File: src/hdl/wsd_pkg.sv
// ----------------------------------------------------------------------------
// WebSocket deframer package
// Widths, length codes and the phase type shared by the deframer files.
// ----------------------------------------------------------------------------
`default_nettype none

package wsd_pkg;

  localparam int BYTE_W    = 8;
  localparam int OPCODE_W  = 4;
  localparam int LEN_W     = 64;
  localparam int KEY_W     = 32;
  localparam int HCOUNT_W  = 4;

  // Seven-bit length codes that announce an extended length field.
  localparam logic [6:0] LEN_CODE_16 = 7'd126;
  localparam logic [6:0] LEN_CODE_64 = 7'd127;

  // Number of extended length bytes for each form.
  localparam logic [HCOUNT_W-1:0] EXT_BYTES_NONE = 4'd0;
  localparam logic [HCOUNT_W-1:0] EXT_BYTES_16   = 4'd2;
  localparam logic [HCOUNT_W-1:0] EXT_BYTES_64   = 4'd8;

  // Fixed header bytes and mask key bytes.
  localparam logic [HCOUNT_W-1:0] BASE_HDR_BYTES = 4'd2;
  localparam logic [HCOUNT_W-1:0] KEY_BYTES      = 4'd4;

  // Header byte positions with a register of their own.
  localparam logic [HCOUNT_W-1:0] POS_FIRST  = 4'd0;
  localparam logic [HCOUNT_W-1:0] POS_SECOND = 4'd1;

  // Kind of a result transaction.
  typedef enum logic {
    KIND_HEADER  = 1'b0,
    KIND_PAYLOAD = 1'b1
  } kind_t;

  // Receive phase.
  typedef enum logic {
    PH_HEADER  = 1'b0,
    PH_PAYLOAD = 1'b1
  } phase_t;

endpackage

`default_nettype wire

File: src/hdl/wsd_byte_if.sv
// ----------------------------------------------------------------------------
// WebSocket deframer byte channel
// Valid/ready channel that carries one received stream byte per transaction.
// ----------------------------------------------------------------------------
`default_nettype none

interface wsd_byte_if;
  import wsd_pkg::*;

  logic              valid;
  logic              ready;
  logic [BYTE_W-1:0] rx_byte;

  modport source (output valid, output rx_byte, input ready);
  modport sink   (input valid, input rx_byte, output ready);

endinterface

`default_nettype wire

File: src/hdl/wsd_result_if.sv
// ----------------------------------------------------------------------------
// WebSocket deframer result channel
// Valid/ready channel that carries one header or payload result per transaction.
// ----------------------------------------------------------------------------
`default_nettype none

interface wsd_result_if;
  import wsd_pkg::*;

  logic                valid;
  logic                ready;
  logic                result_kind;
  logic [BYTE_W-1:0]   payload_byte;
  logic [OPCODE_W-1:0] frame_opcode;
  logic                final_fragment;
  logic                was_masked;
  logic [LEN_W-1:0]    frame_length;
  logic                last_of_frame;

  modport source (output valid, output result_kind, output payload_byte,
                  output frame_opcode, output final_fragment, output was_masked,
                  output frame_length, output last_of_frame, input ready);
  modport sink   (input valid, input result_kind, input payload_byte,
                  input frame_opcode, input final_fragment, input was_masked,
                  input frame_length, input last_of_frame, output ready);

endinterface

`default_nettype wire

File: src/hdl/websocket_frame_deframer_unit.sv
// ----------------------------------------------------------------------------
// WebSocket frame deframer
// Parses frame headers from a received byte stream and unmasks the payload.
// ----------------------------------------------------------------------------
// The block takes one received byte per clock and gives at most one result
// transaction per byte, the cycle after the byte is taken. A frame header of
// 2 to 14 bytes yields a single header result when its last byte arrives;
// earlier header bytes yield nothing. Each payload byte then yields a payload
// result, unmasked with the frame's key and flagged on the last byte of the
// frame. A frame of length zero is reported by its header result alone, with
// last_of_frame set. Extended lengths are decoded as sent, without checks on
// shortest form or the top bit; opcodes pass through, reserved bits do not.
// Throughput is one byte per clock: all parsing is done in the cycle a byte
// is taken, and a single output register holds the result, so a new byte is
// taken whenever that register is empty or is being drained in the same
// clock. A stall on the result side therefore stalls the byte input.
`default_nettype none

module websocket_frame_deframer_unit (
  input  wire logic   clk,
  input  wire logic   rst,
  wsd_byte_if.sink    rx,
  wsd_result_if.source result
);
  import wsd_pkg::*;

  // Parser state.
  phase_t              phase, phase_next;
  logic [HCOUNT_W-1:0] hdr_count, hdr_count_next;
  logic [BYTE_W-1:0]   hdr0, hdr0_next;
  logic [BYTE_W-1:0]   hdr1, hdr1_next;
  logic [LEN_W-1:0]    len_acc, len_acc_next;
  logic [KEY_W-1:0]    key_word, key_word_next;
  logic [LEN_W-1:0]    frame_len, frame_len_next;
  logic [LEN_W-1:0]    remaining, remaining_next;

  // Output register.
  logic                out_valid;
  logic                out_kind;
  logic [BYTE_W-1:0]   out_payload;
  logic [OPCODE_W-1:0] out_opcode;
  logic                out_fin;
  logic                out_masked;
  logic [LEN_W-1:0]    out_length;
  logic                out_last;

  // Header decode of the byte being taken.
  logic                accept;
  logic [BYTE_W-1:0]   second_byte;
  logic [6:0]          len_code;
  logic [HCOUNT_W-1:0] ext_bytes;
  logic [HCOUNT_W-1:0] hdr_size;
  logic [HCOUNT_W-1:0] count_inc;
  logic [HCOUNT_W-1:0] ext_offset;
  logic                hdr_done;
  logic [LEN_W-1:0]    decoded_len;
  logic                payload_last;

  // Result of the byte being taken.
  logic                emit;
  logic                emit_kind;
  logic [BYTE_W-1:0]   emit_payload;
  logic                emit_masked;
  logic [LEN_W-1:0]    emit_length;
  logic                emit_last;

  assign rx.ready = !out_valid || result.ready;
  assign accept   = rx.valid && rx.ready;

  // Header size and completion, using the second byte as it will be stored.
  always_comb begin
    second_byte = (hdr_count == POS_SECOND) ? rx.rx_byte : hdr1;
    len_code    = second_byte[6:0];
    case (len_code)
      LEN_CODE_16: ext_bytes = EXT_BYTES_16;
      LEN_CODE_64: ext_bytes = EXT_BYTES_64;
      default:     ext_bytes = EXT_BYTES_NONE;
    endcase
    hdr_size     = BASE_HDR_BYTES + ext_bytes + (second_byte[7] ? KEY_BYTES : 4'd0);
    count_inc    = hdr_count + 4'd1;
    ext_offset   = hdr_count - BASE_HDR_BYTES;
    hdr_done     = (count_inc >= BASE_HDR_BYTES) && (count_inc >= hdr_size);
    payload_last = (remaining[LEN_W-1:1] == '0);
  end

  // Header field capture and length accumulation.
  always_comb begin
    hdr0_next    = hdr0;
    hdr1_next    = hdr1;
    len_acc_next = len_acc;
    if (hdr_count == POS_FIRST) begin
      hdr0_next = rx.rx_byte;
    end else if (hdr_count == POS_SECOND) begin
      hdr1_next    = rx.rx_byte;
      len_acc_next = '0;
    end else if (ext_offset < ext_bytes) begin
      len_acc_next = {len_acc[LEN_W-BYTE_W-1:0], rx.rx_byte};
    end
    if (ext_bytes == EXT_BYTES_NONE) begin
      decoded_len = {{(LEN_W-7){1'b0}}, len_code};
    end else begin
      decoded_len = len_acc_next;
    end
  end

  // Next phase.
  always_comb begin
    phase_next = phase;
    case (phase)
      PH_HEADER: begin
        if (hdr_done && (decoded_len != '0)) begin
          phase_next = PH_PAYLOAD;
        end
      end
      PH_PAYLOAD: begin
        if (payload_last) begin
          phase_next = PH_HEADER;
        end
      end
      default: phase_next = PH_HEADER;
    endcase
  end

  // Counters, key rotation and the result of the byte.
  always_comb begin
    hdr_count_next = hdr_count;
    key_word_next  = key_word;
    frame_len_next = frame_len;
    remaining_next = remaining;
    emit           = 1'b0;
    emit_kind      = KIND_HEADER;
    emit_payload   = '0;
    emit_masked    = hdr1[7];
    emit_length    = frame_len;
    emit_last      = 1'b0;
    case (phase)
      PH_HEADER: begin
        // Mask key bytes follow the extended length; the first lands on top.
        if ((hdr_count >= BASE_HDR_BYTES) && !(ext_offset < ext_bytes)) begin
          key_word_next = {key_word[KEY_W-BYTE_W-1:0], rx.rx_byte};
        end
        emit_masked = second_byte[7];
        emit_length = decoded_len;
        emit_last   = (decoded_len == '0);
        if (hdr_done) begin
          hdr_count_next = '0;
          frame_len_next = decoded_len;
          remaining_next = decoded_len;
          emit           = 1'b1;
        end else begin
          hdr_count_next = count_inc;
        end
      end
      PH_PAYLOAD: begin
        // Unmask with the top key byte, then rotate to the next one.
        emit         = 1'b1;
        emit_kind    = KIND_PAYLOAD;
        emit_payload = rx.rx_byte ^ (hdr1[7] ? key_word[KEY_W-1 -: BYTE_W] : '0);
        emit_last    = payload_last;
        key_word_next = {key_word[KEY_W-BYTE_W-1:0], key_word[KEY_W-1 -: BYTE_W]};
        if (payload_last) begin
          remaining_next = '0;
        end else begin
          remaining_next = remaining - 64'd1;
        end
      end
      default: begin
        emit = 1'b0;
      end
    endcase
  end

  // Control state.
  always_ff @(posedge clk) begin
    if (rst) begin
      phase     <= PH_HEADER;
      hdr_count <= '0;
      remaining <= '0;
      out_valid <= 1'b0;
    end else begin
      if (accept) begin
        phase     <= phase_next;
        hdr_count <= hdr_count_next;
        remaining <= remaining_next;
        out_valid <= emit;
      end else if (result.ready) begin
        out_valid <= 1'b0;
      end
    end
  end

  // Header fields, key and output payload.
  always_ff @(posedge clk) begin
    if (accept) begin
      if (phase == PH_HEADER) begin
        hdr0    <= hdr0_next;
        hdr1    <= hdr1_next;
        len_acc <= len_acc_next;
      end
      key_word  <= key_word_next;
      frame_len <= frame_len_next;
      if (emit) begin
        out_kind    <= emit_kind;
        out_payload <= emit_payload;
        out_opcode  <= hdr0[OPCODE_W-1:0];
        out_fin     <= hdr0[7];
        out_masked  <= emit_masked;
        out_length  <= emit_length;
        out_last    <= emit_last;
      end
    end
  end

  assign result.valid          = out_valid;
  assign result.result_kind    = out_kind;
  assign result.payload_byte   = out_payload;
  assign result.frame_opcode   = out_opcode;
  assign result.final_fragment = out_fin;
  assign result.was_masked     = out_masked;
  assign result.frame_length   = out_length;
  assign result.last_of_frame  = out_last;

endmodule

`default_nettype wire

File: src/flat_wrapper.sv
// flat-port wrapper written by rule: the top's interface ports become plain ports
module websocket_frame_deframer_unit_flat import wsd_pkg::*;
  (clk, rst, rx_valid, rx_rx_byte, rx_ready, result_valid, result_result_kind, result_payload_byte, result_frame_opcode, result_final_fragment, result_was_masked, result_frame_length, result_last_of_frame, result_ready);
  wsd_byte_if rx_i ();
  wsd_result_if result_i ();
  input  wire logic clk;
  input  wire logic rst;
  input wire logic [$bits(rx_i.valid)-1:0] rx_valid;
  input wire logic [$bits(rx_i.rx_byte)-1:0] rx_rx_byte;
  output wire logic [$bits(rx_i.ready)-1:0] rx_ready;
  output wire logic [$bits(result_i.valid)-1:0] result_valid;
  output wire logic [$bits(result_i.result_kind)-1:0] result_result_kind;
  output wire logic [$bits(result_i.payload_byte)-1:0] result_payload_byte;
  output wire logic [$bits(result_i.frame_opcode)-1:0] result_frame_opcode;
  output wire logic [$bits(result_i.final_fragment)-1:0] result_final_fragment;
  output wire logic [$bits(result_i.was_masked)-1:0] result_was_masked;
  output wire logic [$bits(result_i.frame_length)-1:0] result_frame_length;
  output wire logic [$bits(result_i.last_of_frame)-1:0] result_last_of_frame;
  input wire logic [$bits(result_i.ready)-1:0] result_ready;
  assign rx_i.valid = rx_valid;
  assign rx_i.rx_byte = rx_rx_byte;
  assign rx_ready = rx_i.ready;
  assign result_valid = result_i.valid;
  assign result_result_kind = result_i.result_kind;
  assign result_payload_byte = result_i.payload_byte;
  assign result_frame_opcode = result_i.frame_opcode;
  assign result_final_fragment = result_i.final_fragment;
  assign result_was_masked = result_i.was_masked;
  assign result_frame_length = result_i.frame_length;
  assign result_last_of_frame = result_i.last_of_frame;
  assign result_i.ready = result_ready;
  websocket_frame_deframer_unit u_core (.clk(clk), .rst(rst), .rx(rx_i), .result(result_i));
endmodule
File: config.mk
export PLATFORM = sky130hd
export DESIGN_NAME = websocket_frame_deframer_unit_flat
export DESIGN_NICKNAME = d
export VERILOG_FILES = /design/src/hdl/wsd_pkg.sv /design/src/hdl/wsd_byte_if.sv /design/src/hdl/wsd_result_if.sv /design/src/hdl/websocket_frame_deframer_unit.sv /design/src/flat_wrapper.sv
export SDC_FILE = /design/constraint.sdc
export NUM_CORES = 1
export LEC_CHECK = 0
export BUFFER_PORTS_ARGS = -buffer_cell sky130_fd_sc_hd__buf_2
export CORE_ASPECT_RATIO = 1.25
export CORE_MARGIN = 5
export CORE_UTILIZATION = 40
export DETAILED_ROUTE_END_ITERATION = 6
export RECOVER_POWER = 100
export SYNTH_ARGS = -nofsm -noshare
export SYNTH_HDL_FRONTEND = slang
export SYNTH_SLANG_ARGS = --single-unit
File: constraint.sdc
create_clock -name clk -period 8.35 [get_ports clk]
set_clock_uncertainty 0.05 [all_clocks]
set_input_delay 0.4175 -clock clk [delete_from_list [all_inputs] [get_ports clk]]
set_output_delay 0.4175 -clock clk [all_outputs]
set_load 0.01 [all_outputs]
Word level (Yosys, flattened, before mapping)
Index checks and enable logic that the tools add are counted.
Widths: inputs -> output; s select.
Storage, ports and cells
  register bits: 326
  bits in latches: 0
  bits in writable memories: 0
  memory bits (read-only): 0
  input bits: 12
  output and inout bits: 82
  word-level logic and storage cells: 78
  memories kept: 0
Cells by class
  $add $sub $neg: 5
  $mul: 0
  div/mod/pow operators: 0
  order comparisons: 4
  equal/unequal tests: 5
  shifts and indexed selects: 0
  mux-type cells: 25
  bitwise gates (word level): 3
  reduce and logical (&&, ||, !) cells: 20
Operators by type and width (number)
  $mux 64: 7
  $pmux 64 s2: 1
  $logic_not 64->1: 1
  $pmux 32 s2: 1
  $reduce_bool 64->1: 1
  $sub 64x1->64 const B: 1
  $logic_not 63->1: 1
  $mux 32: 1
  $mux 8: 2
  $eq 7x7->1 const B: 2
  $reduce_and 3->1: 3
  $ge 4x2->1 const B: 2
  $logic_not 4->1: 2
  $pmux 4 s2: 1
  $reduce_and 2->1: 4
  $xor 8x8->8: 1
  $mux 1: 7
  $pmux 1 s2: 3
  $add 2x4->4 const A: 1
  $add 4x1->4 const B: 1
  $add 4x4->4: 1
  $eq 4x1->1 const B: 1
  $ge 4x4->1: 1
  $logic_and 1x1->1: 4
  9 further kinds: 12

Logic depth before layout (Yosys ltp)
Gate-level depths: netlist of the first run.
  word-level depth: 13
  depth in mapped cells: 20
  mapped depth without buffers: 17

Worst setup path before layout of the first run
Ideal clock, no wire load.
  path type: register to register
  start: reg u_core.hdr_count[1]
  end: reg u_core.out_fin (netlist: u_core.result.final_fragment) (enable)
  setup time: 475 ps
  arrival: 5524 ps
  required time: 7825 ps
  setup slack: 2301 ps
  cell stages (with the launch flop): 19
  buffers on the path: 4
  clock period less this slack: 6049 ps
  path through: dfxtp_1 > inv_1 > ha_1 > or3b_1 > clkbuf_1 > nor3_1 > nor2_1 > buf_2 > nor2_1 > inv_1 > ha_1 > a21bo_2 > a21o_1 > a21oi_1 > a21oi_1 > o21bai_1 > inv_2 > clkbuf_1 > clkbuf_1
On the way
  longest elaborated chain between the ends: 11
  elaborated cells on any way between the ends: 15
  those cells by class: add/sub (3); order compare (2); eq/ne (3); mux (5); reduce/logical (2)
Ends and longest elaborated chain
  from (decl): RTL line websocket_frame_deframer_unit.sv:29  | logic [HCOUNT_W-1:0] hdr_count, hdr_count_next;
  from (signal assigned): RTL line websocket_frame_deframer_unit.sv:183  | hdr_count <= hdr_count_next;
  $eq 4x1->1: RTL line websocket_frame_deframer_unit.sv:72  | second_byte = (hdr_count == POS_SECOND) ? rx.rx_byte : hdr1;
  $mux 8: RTL line websocket_frame_deframer_unit.sv:72
  $eq 7x7->1: RTL line websocket_frame_deframer_unit.sv:74  | case (len_code)
  $pmux 4 s2: RTL line websocket_frame_deframer_unit.sv:74
  $add 2x4->4: RTL line websocket_frame_deframer_unit.sv:79  | hdr_size = BASE_HDR_BYTES + ext_bytes + (second_byte[7] ? KEY_BYTES : 4'd0);
  $add 4x4->4: RTL line websocket_frame_deframer_unit.sv:79
  $ge 4x4->1: RTL line websocket_frame_deframer_unit.sv:82  | hdr_done = (count_inc >= BASE_HDR_BYTES) && (count_inc >= hdr_size);
  $logic_and 1x1->1 *: RTL line websocket_frame_deframer_unit.sv:82
  $mux 1 *: RTL line websocket_frame_deframer_unit.sv:145  | if (hdr_done) begin
  $pmux 1 s2 *: RTL line websocket_frame_deframer_unit.sv:136  | case (phase)
  $reduce_and 2->1 (no source line) *
  to (signal assigned): RTL line websocket_frame_deframer_unit.sv:206  | out_fin <= hdr0[7];
  to (decl): RTL line websocket_frame_deframer_unit.sv:42  | logic out_fin;
Every way passes the cells marked *; elsewhere a longest branch is shown, timed or not.
A chain may end at the register's enable or synchronous reset.

Final worst setup path of the first run
  start: reg u_core.hdr_count[1]
  end: reg u_core.remaining[14]
On the way
  longest elaborated chain between the ends: 11
  elaborated cells on any way between the ends: 24
  those cells by class: add/sub (4); order compare (3); eq/ne (4); mux (9); reduce/logical (4)
Ends and longest elaborated chain
  branches (longest 11 deep; another with $add 2x4->4)
  to (signal assigned): RTL line websocket_frame_deframer_unit.sv:184  | remaining <= remaining_next;
  to (decl): RTL line websocket_frame_deframer_unit.sv:35  | logic [LEN_W-1:0] remaining, remaining_next;
Several ways; the timed one is not identified. The select of a mux whose other input is x is not followed.

==> key figures, run 1 <==
Logic synthesis
  • Total of warnings raised by yosys: 0
  • Average footprint of a synthesized cell: 11.6 µm²
  • Sequential cell area fraction in the yosys report: 0.601
  • Synth unique cells: 79
  • Synthesized flop and latch total: roughly 320
  • Number of synthesized flops with an enable pin: 253
  • Syn nets: between 1k and 1.5k
  • Post-synth top flop: sky130_fd_sc_hd__edfxtp_1
  • Cell area after synthesis: 0.0150 mm²
  • Proportion of register bits with asynchronous set or reset after synthesis: 0
  • Synthesized instance count: around 1.3k

Timing
  • Setup slack after layout: 1840 ps
  • Sum of negative setup slack: 0 ps
  • Final min period: 6510 ps
  • Unrepaired setup endpoints after global routing: no
  • Relative slew slack: -1.47
  • Final count of negative-setup-slack endpoints: 0
  • Actual slew at the worst max-slew pin: 3710 ps
  • Top achievable clock speed: 0.154 GHz
  • Worst hold-check slack: 131 ps
  • Hold violation total from the final report: 0
  • Number of max-slew violations in the final report: 298
  • Period utilisation layout: 0.780

Final layout
  • Layout Cell Area excl Fill: 0.0168 mm²
  • Most frequent standard cell in the layout excluding fill and tap cells: sky130_fd_sc_hd__edfxtp_1
  • Fill cell instance count of the final layout: ~3.5k
  • Area added between synthesis and finish: 12.0%
  • Number of nets in the final layout: 1371
  • Highest-count cells in the layout ignoring fill and taps: 253 x sky130_fd_sc_hd__edfxtp_1, 108 x sky130_fd_sc_hd__nor2_1, 99 x sky130_fd_sc_hd__nand2_1
  • Number of antenna repair diodes: 0
  • Fraction of layout cells with a size suffix above 1: 0.102

Power and ir drop
  • Switching share of power: 0.421
  • Cell-internal power: 4480 µW
  • Peak ir drop on the vdd network: 459 µV
  • Total power draw: 7740 µW
  • Comb pwr share: 0.439
  • Sequential fraction of design power: 0.367
  • LEAKAGE: 0.00598 µW
  • Areal power density over the cells: about 460 mW/mm²
  • Net switching power: 3260 µW
  • Clk pwr share: 0.195

Setup path
  • Crit path kind: reg2reg
  • Combined buffer and inverter count along the critical path: 2
  • Crit-path most repeated cell: sky130_fd_sc_hd__a21oi_1
  • Required time of the critical path: 8810 ps
  • End of the worst register-to-register path: u_core.remaining[14]
  • Worst-case reg-to-reg path depth: 14
  • Kind of launch point of the worst setup path: register
  • Reg-to-reg startpoint: u_core.hdr_count[1]
  • Crit path capture type: register
  • Cell type group with the largest total delay on the critical path: simple AND/OR/NAND/NOR gates
  • Max FO, Critical Path: 41
  • Critical path data arrival time: 6970 ps
  • Register-to-register setup slack: 1840 ps
  • Critical Path Max Stage Delay: around 1700 ps
  • Cell chain of the critical path: inv_1 -> ha_1 -> or3b_1 -> nor3_1 -> or2_0 -> nand2_1 -> xor2_1 -> ha_1 -> a21oi_1 -> a21oi_1 -> o21bai_2 -> clkbuf_1 -> o21ai_0 -> a21oi_1
  • Crit path max-delay cell type: sky130_fd_sc_hd__clkbuf_1

Drt
  • Initial drt markers: 947
  • DRC violations left: 4
  • Number of optimization iterations in the first detailed-route pass: 7
  • Routed length per placed instance: 21.9 µm
  • Overall routed net length: 40.6 mm
  • Detail-routed via count per cell: about 5.8
  • Via count: approximately 11k
  • Final ANT Viol Nets: 0

Clocking
  • TritonCTS clock tree: built
  • Clock root buffer: sky130_fd_sc_hd__clkbuf_16
  • Clock transition at the registers of the reported paths: 60 ps
  • Clock network latency to the later pin of the worst-skew pair: 580 ps
  • Count of buffers added by post-CTS timing repair for setup: 0
  • Num CTS Buffers: 31
  • Num Clock Sinks: between 300 and 400
  • Number of instances resized during post-cts repair: 0
  • Clock buffer depth: 3
  • Number of buffers inserted for hold repair after clock tree synthesis: 0
  • Number of H-tree branching levels: 1

Die
  • Initial Utilization: 0.404
  • Horizontal extent of the die: 183 µm
  • Std cell rows: 79
  • Boundary pin count: 94
  • Die extent in y: 226 µm
  • Area of the die: 0.0414 mm²
  • CORE AREA: 0.0371 mm²

Worst hold path
  • Hold Path Stages: 1
  • Startpoint of the worst hold path: rx_rx_byte[2]
  • Worst hold endpoint: u_core.hdr0[2]
  • Class of the most critical hold timing path: in2reg

Run status
  • Violated checks: design-rule violations, max-capacitance violations, max-slew violations
  • Status: complete, but fails checks

Placement
  • Post-DP HPWL: 26.6 mm
  • # port buffers: 93
  • Placement-stage cell area: 0.0158 mm²
  • Routability cong.: 0.897
  • Post-place setup slack: slightly below 3000 ps

GRT
  • Wire length of the first global-routing pass: approximately 62 mm
  • Global-route usage over all layers: 0.190
  • Via count of the first global-routing pass: between 10k and 15k
  • Number of antenna violations at the first check in global routing: 0
  • Pin count of the biggest net entering global routing: 98
  • GR Overflow Total: 0

Job
  • Number of maximum-capacitance violations: 6
[through the flow]
stage / util / cells
after floorplan: - / 1285
after global placement: 0.427 / 1799
after detailed placement: 0.427 / 1799
after CTS: 0.456 / 1857
after global routing: 0.452 / 1857
final: 0.452 / 1857
[flip-flops by register name (all words and copies together) (netlist names), 4 cells and up]
register,flops
u_core.frame_len,64
u_core.len_acc,64
u_core.remaining,64
u_core.result.frame_length,64
u_core.key_word,32
u_core.hdr1,8
u_core.result.payload_byte,8
u_core.hdr0,5
u_core.hdr_count,4
u_core.result.frame_opcode,4
[cell type report]
class | count | area (µm²) | share of cell area
well taps | 486 | 608 | 0.0363
clock inverters | 21 | 267 | 0.0159
clock buffers | 37 | 818 | 0.0488
inverters | 42 | 163 | 0.00971
flip-flops and latches | 323 | 9000 | 0.537
repair buffers | 109 | 452 | 0.0270
multi-input cells | 839 | 5450 | 0.325
[cells by family after synthesis]
logic type	synth area share
simple gates	0.137
compound gates	0.172
buf+inv	0.0349
flops	0.601
mux	0.0293
xor+xnor	0.0146
fa+ha+maj	0.0109
[cell usage after synthesis (all sizes together), types with 12 or more instances]
master  count  area [µm²]
buf        26         143
nor3       50         267
nand3      13        77.6
nor2      108         405
o21ai      86         434
a22oi      33         248
dfxtp      70        1400
mux2       39         439
a21o       21         159
ha         13         163
edfxtp    253        7600
a21oi      61         305
inv        42         158
xnor2      12         105
or4        13         105
nor4       34         249
a22o       93         815
xor2       13         114
clkbuf     54         213
and2       26         163
nand2      99         372
[layer usage]
| layer | routed length (µm) | share of wire | track usage | vias up |
|---|---|---|---|---|
| met3 | 2740 | 0.067 | 0.0310 | 73 |
| met4 | 1150 | 0.028 | 0.0615 | 0 |
| met1 | 17300 | 0.43 | 0.258 | 5271 |
| met5 | 0 | 0 | 0 | - |
| li1 | - | - | - | 5023 |
| met2 | 19400 | 0.48 | 0.314 | 395 |
[worst max-delay path by stage]
stage          slack [ps]                 from  cells after the start                            to
6_report             1840  u_core.hdr_count[1]                     14          u_core.remaining[14]
5_1_grt              1290  u_core.hdr_count[1]                     14          u_core.remaining[14]
4_1_cts              2910  u_core.hdr_count[1]                     16                  u_core.phase
3_5_place_dp         2970  u_core.hdr_count[1]                     16                  u_core.phase
3_3_place_gp         3140  u_core.hdr_count[1]                     16                  u_core.phase
2_1_floorplan        2300  u_core.hdr_count[1]                     18  u_core.result.final_fragment
[power by group through the flow]
stage | Clock, µW | Sequential, µW | Combinational (µW)
3_5_place_dp | 0 | 2840 | 3400
6_report | 1510 | 2840 | 3400
3_3_place_gp | 0 | 2840 | 3360
4_1_cts | 1540 | 2810 | 3420
5_1_grt | 1610 | 2890 | 3720
2_1_floorplan | 0 | 2790 | 2400
Power figures use the tool's default switching activity.
==> run 2: changes to the inputs <==
==> constraint.sdc (replaced) <==
create_clock -name clk -period 5.7 [get_ports clk]
set_clock_uncertainty 0.05 [all_clocks]
set_input_delay 0.285 -clock clk [delete_from_list [all_inputs] [get_ports clk]]
set_output_delay 0.285 -clock clk [all_outputs]
set_load 0.01 [all_outputs]
==> run 2 against run 1 <==
Compared with the run above:
- the run ends with max-capacitance violations, max-slew violations left
- register-to-register slack got worse by 1200 ps
- via count rose by 1.6%
- combinational power rose by 49%
- maximum frequency rose by 29%
- critical path depth fell by 9
- die area did not move
- global-route usage rose by 0.25 points
- design area rose by 0.97%
- utilization rose by 0.44 points
- worst setup slack got worse by 1200 ps
- cell count rose by 1.0%
==> key figures, run 2 (synthesis results as in run 1) <==
Final layout
  • Final cell count without fillers: 1876 (+1.0%)
  • Highest-count cells in the layout ignoring fill and taps: 253 x sky130_fd_sc_hd__edfxtp_1, 108 x sky130_fd_sc_hd__nor2_1, 108 x sky130_fd_sc_hd__clkbuf_1
  • Number of antenna repair diodes: 0 (unchanged)
  • Fraction of layout cells with a size suffix above 1: 0.104 (+0.00148)
  • Fill cell instance count of the final layout: 3477 (-0.60%)
  • Area added between synthesis and finish: 13.1%
  • Most frequent standard cell in the layout excluding fill and tap cells: sky130_fd_sc_hd__edfxtp_1
  • Number of nets in the final layout: 1389 (+1.3%)

Clocking
  • Num CTS Buffers: 34 (+9.7%)
  • Number of instances resized during post-cts repair: 0 (unchanged)
  • Clock buffer depth: 3 (unchanged)
  • Number of H-tree branching levels: 2 (+1)
  • Clock transition at the registers of the reported paths: 60 ps (about the same)
  • Num Clock Sinks: 323 (unchanged)
  • TritonCTS clock tree: built
  • Clock network latency to the later pin of the worst-skew pair: 540 ps (-40 ps)
  • Clock root buffer: sky130_fd_sc_hd__clkbuf_16

Die
  • Horizontal extent of the die: 183 µm (unchanged)
  • Std cell rows: 79 (unchanged)
  • Boundary pin count: 94 (unchanged)
  • CORE AREA: 0.0371 mm² (unchanged)
  • Initial Utilization: 0.404 (unchanged)
  • Area of the die: 0.0414 mm² (unchanged)
  • Die extent in y: 226 µm (unchanged)

Drt
  • Routed length per placed instance: 21.8 µm (-0.26%)
  • Overall routed net length: 40.9 mm (+0.76%)
  • Final ANT Viol Nets: 0 (unchanged)
  • Detail-routed via count per cell: 5.83 (+0.58%)
  • DRC violations left: 0 (-4)
  • Number of optimization iterations in the first detailed-route pass: 5 (-2)
  • Initial drt markers: 1016 (+7.3%)
  • Via count: 10.9k (+1.6%)

GRT
  • GR Overflow Total: 0 (unchanged)
  • Via count of the first global-routing pass: 10.5k (-0.43%)
  • Wire length of the first global-routing pass: 63.0 mm (+1.2%)
  • Number of antenna violations at the first check in global routing: 0 (unchanged)
  • Pin count of the biggest net entering global routing: 70 (-29%)
  • Global-route usage over all layers: 0.192 (+0.00246)

Job
  • Number of maximum-capacitance violations: 4 (-2)

Placement
  • Routability cong.: 0.897 (about the same)
  • Post-DP HPWL: 27.5 mm (+3.3%)
  • # port buffers: 93 (unchanged)
  • Placed Cells incl. Taps: 1813 (+0.78%)

Timing
  • Unrepaired setup endpoints after global routing: no
  • Final count of negative-setup-slack endpoints: 0 (unchanged)
  • Hold violation total from the final report: 0 (unchanged)
  • Period utilisation layout: 0.886 (+0.107)
  • Sum of negative setup slack: 0 ps (unchanged)
  • Top achievable clock speed: 0.198 GHz (+29%)
  • Actual slew at the worst max-slew pin: 2970 ps (-737 ps)
  • Number of max-slew violations in the final report: 190 (-36%)
  • Final min period: 5050 ps (-1460 ps)
  • Relative slew slack: -0.981 (+0.492)

Run status
  • Violated checks: max-capacitance violations, max-slew violations
  • Status: complete, but fails checks

Power and ir drop
  • LEAKAGE: 0.00608 µW (+1.6%)
  • Peak ir drop on the vdd network: 386 µV (-16%)
  • Areal power density over the cells: 680 mW/mm² (+47%)

Setup path
  • Kind of launch point of the worst setup path: register
  • Required time of the critical path: 5770 ps (-3040 ps)
  • Critical path data arrival time: 5120 ps (-1850 ps)
  • Max FO, Critical Path: 33 (-20%)
  • Crit path capture type: register
  • Crit path kind: reg2reg

Worst hold path
  • Class of the most critical hold timing path: in2reg
[run 2: worst max-delay path, stage by stage (launching register included)]
cell	delay, ps
sky130_fd_sc_hd__dfxtp_1	310
sky130_fd_sc_hd__inv_1	760
sky130_fd_sc_hd__clkbuf_1	1320
sky130_fd_sc_hd__clkbuf_1	1550
sky130_fd_sc_hd__a21oi_2	60
sky130_fd_sc_hd__clkbuf_2	540
[run 2: path summary, 6_finish.rpt]
path / cells past startpoint / start / slack, ps / to
min reg2reg: 0 / u_core.key_word[23] / 370 / u_core.key_word[31]
max: 5 / u_core.phase / 650 / u_core.key_word[9]
min: 3 / result_ready / 80 / u_core.result.valid
max reg2reg: 5 / u_core.phase / 650 / u_core.key_word[9]
[run 2: layout make-up]
| type | instances | area [µm²] | area share |
|---|---|---|---|
| flip-flops and latches | 323 | 9000 | 0.532 |
| multi-input cells | 839 | 5450 | 0.322 |
| clock buffers | 45 | 902 | 0.0533 |
| well taps | 486 | 608 | 0.0359 |
| repair buffers | 124 | 558 | 0.0330 |
| clock inverters | 17 | 239 | 0.0141 |
| inverters | 42 | 163 | 0.00961 |
[run 2: layer usage]
layer / part of all wire / routed length (µm) / up-vias / track usage
met5: 0 / 0 / - / 0
met1: 0.43 / 17500 / 5402 / 0.261
met3: 0.061 / 2490 / 74 / 0.0260
met4: 0.031 / 1280 / 0 / 0.0656
li1: - / - / 5068 / -
met2: 0.48 / 19600 / 391 / 0.320
[run 2: per-stage QoR]
step | utilization | hold slack, ps | worst slack (ps) | instance area, µm² | total power, µW
6_report | 0.457 | 78.2 | 647 | 16900 | 11500
3_5_place_dp | 0.430 | 355 | 985 | 15900 | 9210
4_1_cts | 0.461 | 6.22 | 965 | 17100 | 11600
2_1_floorplan | - | 334 | 795 | 15000 | 7590
5_1_grt | 0.457 | 106 | 307 | 16900 | 12100
3_3_place_gp | 0.430 | 352 | 1080 | 15900 | 9150
[run 2: what timing repair did]
action	in CTS	in global routing
hold buffers	1	0
hold endpoints to repair	1	0
setup endpoints to repair	0	0
buffers inserted	0	0
[run 2: report_power, final]
group          internal [µW]  switching [µW]
Combinational           1690            3360
Clock                   1360             952
Sequential              3600             542
==> run 3: changes to the inputs <==
--- a/config.mk
+++ b/config.mk
@@ -6,10 +6,13 @@
 export NUM_CORES = 1
 export LEC_CHECK = 0
 export BUFFER_PORTS_ARGS = -buffer_cell sky130_fd_sc_hd__buf_2
+export CELL_PAD_IN_SITES_DETAIL_PLACEMENT = 1
+export CELL_PAD_IN_SITES_GLOBAL_PLACEMENT = 1
 export CORE_ASPECT_RATIO = 1.25
 export CORE_MARGIN = 5
 export CORE_UTILIZATION = 40
 export DETAILED_ROUTE_END_ITERATION = 6
+export PLACE_DENSITY_LB_ADDON = 0.1
 export RECOVER_POWER = 100
 export SYNTH_ARGS = -nofsm -noshare
 export SYNTH_HDL_FRONTEND = slang
==> run 3 against run 2 <==
Compared with the run above:
- the run still ends with max-capacitance violations, max-slew violations left
- critical endpoint is now u_core.phase
- maximum frequency shrank 0.51%
- worst hold slack improved by 41 ps
- register-to-register slack worse by 30 ps
- sequential share of layout area increased by 0.21 points
- non-clock buffer count unchanged
- first-iteration DRC count down 17%
- worst setup slack worse by 26 ps
- highest routed layer unchanged
- largest cell class unchanged
- global-route usage increased by 2.9 points
- utilization is 0.18 points lower
- design area fell by 0.39%
- via count up 1.4%
==> key figures, run 3 (synthesis results as in run 1) <==
Job
  • Number of maximum-capacitance violations: 4 (unchanged)

Die
  • Boundary pin count: 94 (unchanged)
  • Horizontal extent of the die: 183 µm (unchanged)
  • Initial Utilization: 0.404 (unchanged)
  • Std cell rows: 79 (unchanged)
  • Area of the die: 0.0414 mm² (unchanged)
  • Die extent in y: 226 µm (unchanged)
  • CORE AREA: 0.0371 mm² (unchanged)

Setup path
  • Crit path kind: reg2reg
  • Required time of the critical path: 6010 ps (+240 ps)
  • End point of the critical path: u_core.phase
  • Crit-path most repeated cell: sky130_fd_sc_hd__ha_1
  • Crit path capture type: register
  • Combined buffer and inverter count along the critical path: 1 (-3)
  • Max FO, Critical Path: 25 (-24%)
  • Critical Path Max Stage Delay: 580 ps (-970 ps)
  • Crit path max-delay cell type: sky130_fd_sc_hd__or3b_1
  • Critical path data arrival time: 5390 ps (+270 ps)
  • Cell chain of the critical path: inv_1 -> ha_1 -> or3b_1 -> nor3_1 -> or2_2 -> nand2_1 -> ha_1 -> nand3b_1 -> or4_1 -> o21a_2 -> a22o_1 -> mux2_1 -> nor4_1 -> a21bo_2 -> a21oi_1
  • Cell type group with the largest total delay on the critical path: simple AND/OR/NAND/NOR gates
  • End of the worst register-to-register path: u_core.phase
  • Worst setup path startpoint: u_core.hdr_count[1]
  • Reg-to-reg startpoint: u_core.hdr_count[1]
  • Logic depth of the worst path, buffers included: 15 (+10)
  • Register-to-register setup slack: 620 ps (-30 ps)
  • Worst-case reg-to-reg path depth: 15 (+10)
  • Kind of launch point of the worst setup path: register

Timing
  • Top achievable clock speed: 0.197 GHz (-0.51%)
  • Period utilisation layout: 0.891 (+0.00458)
  • Relative slew slack: -0.456 (+0.526)
  • Sum of negative setup slack: 0 ps (unchanged)
  • Number of max-slew violations in the final report: 163 (-14%)
  • Hold violation total from the final report: 0 (unchanged)
  • Final min period: 5080 ps (+26.1 ps)
  • Setup slack after layout: 621 ps (-26.1 ps)
  • Final count of negative-setup-slack endpoints: 0 (unchanged)
  • Unrepaired setup endpoints after global routing: no
  • Actual slew at the worst max-slew pin: 2180 ps (-788 ps)

Drt
  • Overall routed net length: 47.0 mm (+15%)
  • DRC violations left: 0 (unchanged)
  • Number of optimization iterations in the first detailed-route pass: 6 (+1)
  • Initial drt markers: 840 (-17%)
  • Final ANT Viol Nets: 0 (unchanged)
  • Detail-routed via count per cell: 5.91 (+1.4%)
  • Via count: 11.1k (+1.4%)
  • Routed length per placed instance: 25.1 µm (+15%)

Clocking
  • Count of buffers added by post-CTS timing repair for setup: 0 (unchanged)
  • Number of H-tree branching levels: 2 (unchanged)
  • Clock root buffer: sky130_fd_sc_hd__clkbuf_16
  • Clock network latency to the later pin of the worst-skew pair: 530 ps (about the same)
  • TritonCTS clock tree: built
  • Clock transition at the registers of the reported paths: 60 ps (about the same)
  • Number of buffers inserted for hold repair after clock tree synthesis: 2 (+1)
  • Number of instances resized during post-cts repair: 0 (unchanged)
  • Num Clock Sinks: 323 (unchanged)
  • Num CTS Buffers: 35 (+2.9%)
  • Clock buffer depth: 3 (unchanged)

Final layout
  • Highest-count cells in the layout ignoring fill and taps: 253 x sky130_fd_sc_hd__edfxtp_1, 108 x sky130_fd_sc_hd__clkbuf_1, 107 x sky130_fd_sc_hd__nor2_1
  • Number of antenna repair diodes: 0 (unchanged)
  • Most frequent standard cell in the layout excluding fill and tap cells: sky130_fd_sc_hd__edfxtp_1
  • Number of nets in the final layout: 1390 (+0.072%)
  • Area added between synthesis and finish: 12.6%
  • Fraction of layout cells with a size suffix above 1: 0.0986 (-0.00497)

GRT
  • Wire length of the first global-routing pass: 70.4 mm (+12%)
  • Number of antenna violations at the first check in global routing: 0 (unchanged)
  • Via count of the first global-routing pass: 11.2k (+6.4%)
  • Global-route usage over all layers: 0.221 (+0.0287)
  • GR Overflow Total: 0 (unchanged)
  • Pin count of the biggest net entering global routing: 70 (unchanged)

Power and ir drop
  • Areal power density over the cells: 685 mW/mm² (+0.77%)
  • Sequential fraction of design power: 0.363 (+0.003)
  • Clk pwr share: 0.191 (-0.010)
  • Net switching power: 4980 µW (+2.7%)
  • Cell-internal power: 6560 µW (-1.3%)
  • Peak ir drop on the vdd network: 350 µV (-9.5%)
  • Switching share of power: 0.432 (+0.00969)
  • LEAKAGE: 0.00606 µW (-0.33%)
  • Comb pwr share: 0.446 (+0.007)

Placement
  • # port buffers: 93 (unchanged)
  • Post-place setup slack: 836 ps (-149 ps)
  • Routability cong.: 0.833 (-7.1%)
  • Post-DP HPWL: 31.9 mm (+16%)

Worst hold path
  • Class of the most critical hold timing path: in2reg

Run status
  • Status: complete, but fails checks
  • Violated checks: max-capacitance violations, max-slew violations
run 3: cell count changes in the layout (fill, tap and decap cells not counted), moves of 2 or more:
cell,previous run,this run
sky130_fd_sc_hd__buf_4,16,13
sky130_fd_sc_hd__inv_6,4,1
sky130_fd_sc_hd__clkbuf_2,2,4
sky130_fd_sc_hd__clkinv_4,2,0
sky130_fd_sc_hd__bufinv_16,5,1
sky130_fd_sc_hd__clkinv_2,5,3
sky130_fd_sc_hd__clkbuf_8,1,4
sky130_fd_sc_hd__clkbuf_16,34,37
sky130_fd_sc_hd__clkinv_1,2,5
run 3: final cells by class:
type | count | area (µm²)
timing repair buffer | 124 | 559
sequential | 323 | 9000
tap | 486 | 608
inverter | 42 | 164
fill | 4016 | 20200
multi-input combinational | 839 | 5440
clock inverter | 9 | 63.8
clock buffer | 52 | 1020
run 3: through the flow:
step / power [µW] / instances / utilization / instance area, µm² / hold slack [ps]
6_report: 11500 / 1875 / 0.455 / 16900 / 119
5_1_grt: 12200 / 1875 / 0.455 / 16900 / 119
4_1_cts: 11700 / 1875 / 0.460 / 17100 / 8.82
3_5_place_dp: 9450 / 1812 / 0.430 / 16000 / 355
3_3_place_gp: 9370 / 1812 / 0.430 / 16000 / 353
2_1_floorplan: 7590 / 1285 / - / 15000 / 334
run 3: routing by layer:
metal | up-vias | GRT usage | wire length [µm]
met2 | 287 | 0.373 | 23100
li1 | 5058 | - | -
met1 | 5677 | 0.304 | 20700
met5 | - | 0 | 0
met3 | 64 | 0.0281 | 2180
met4 | 0 | 0.0575 | 1030
run 3: worst min path at each step:
stage                                   from                            end  slack [ps]  cells past startpoint
after floorplan                rx_rx_byte[0]                 u_core.hdr0[0]         330                      0
after global placement    u_core.key_word[6]            u_core.key_word[14]         350                      0
after detailed placement      u_core.hdr0[0]  u_core.result.frame_opcode[0]         360                      0
after CTS                      rx_rx_byte[3]                 u_core.hdr0[3]           9                      1
after global routing           rx_rx_byte[3]                 u_core.hdr0[3]         120                      1
final                          rx_rx_byte[3]                 u_core.hdr0[3]         120                      1
run 3: worst reg2reg max path, stage by stage (launching register included):
cell                       delay [ps]
sky130_fd_sc_hd__dfxtp_1          390
sky130_fd_sc_hd__inv_1            190
sky130_fd_sc_hd__ha_1             220
sky130_fd_sc_hd__or3b_1           580
sky130_fd_sc_hd__nor3_1           480
sky130_fd_sc_hd__or2_2            200
sky130_fd_sc_hd__nand2_1           80
sky130_fd_sc_hd__ha_1             290
sky130_fd_sc_hd__nand3b_1         190
sky130_fd_sc_hd__or4_1            490
sky130_fd_sc_hd__o21a_2           440
sky130_fd_sc_hd__a22o_1           280
sky130_fd_sc_hd__mux2_1           350
sky130_fd_sc_hd__nor4_1           420
sky130_fd_sc_hd__a21bo_2          210
sky130_fd_sc_hd__a21oi_1           50
run 3: power by group through the flow:
stage	combinational, µW	clock, µW	sequential, µW
final	5150	2200	4190
after global routing	5630	2350	4260
after CTS	5290	2260	4170
after detailed placement	5250	0	4200
after global placement	5190	0	4190
after floorplan	3520	0	4070
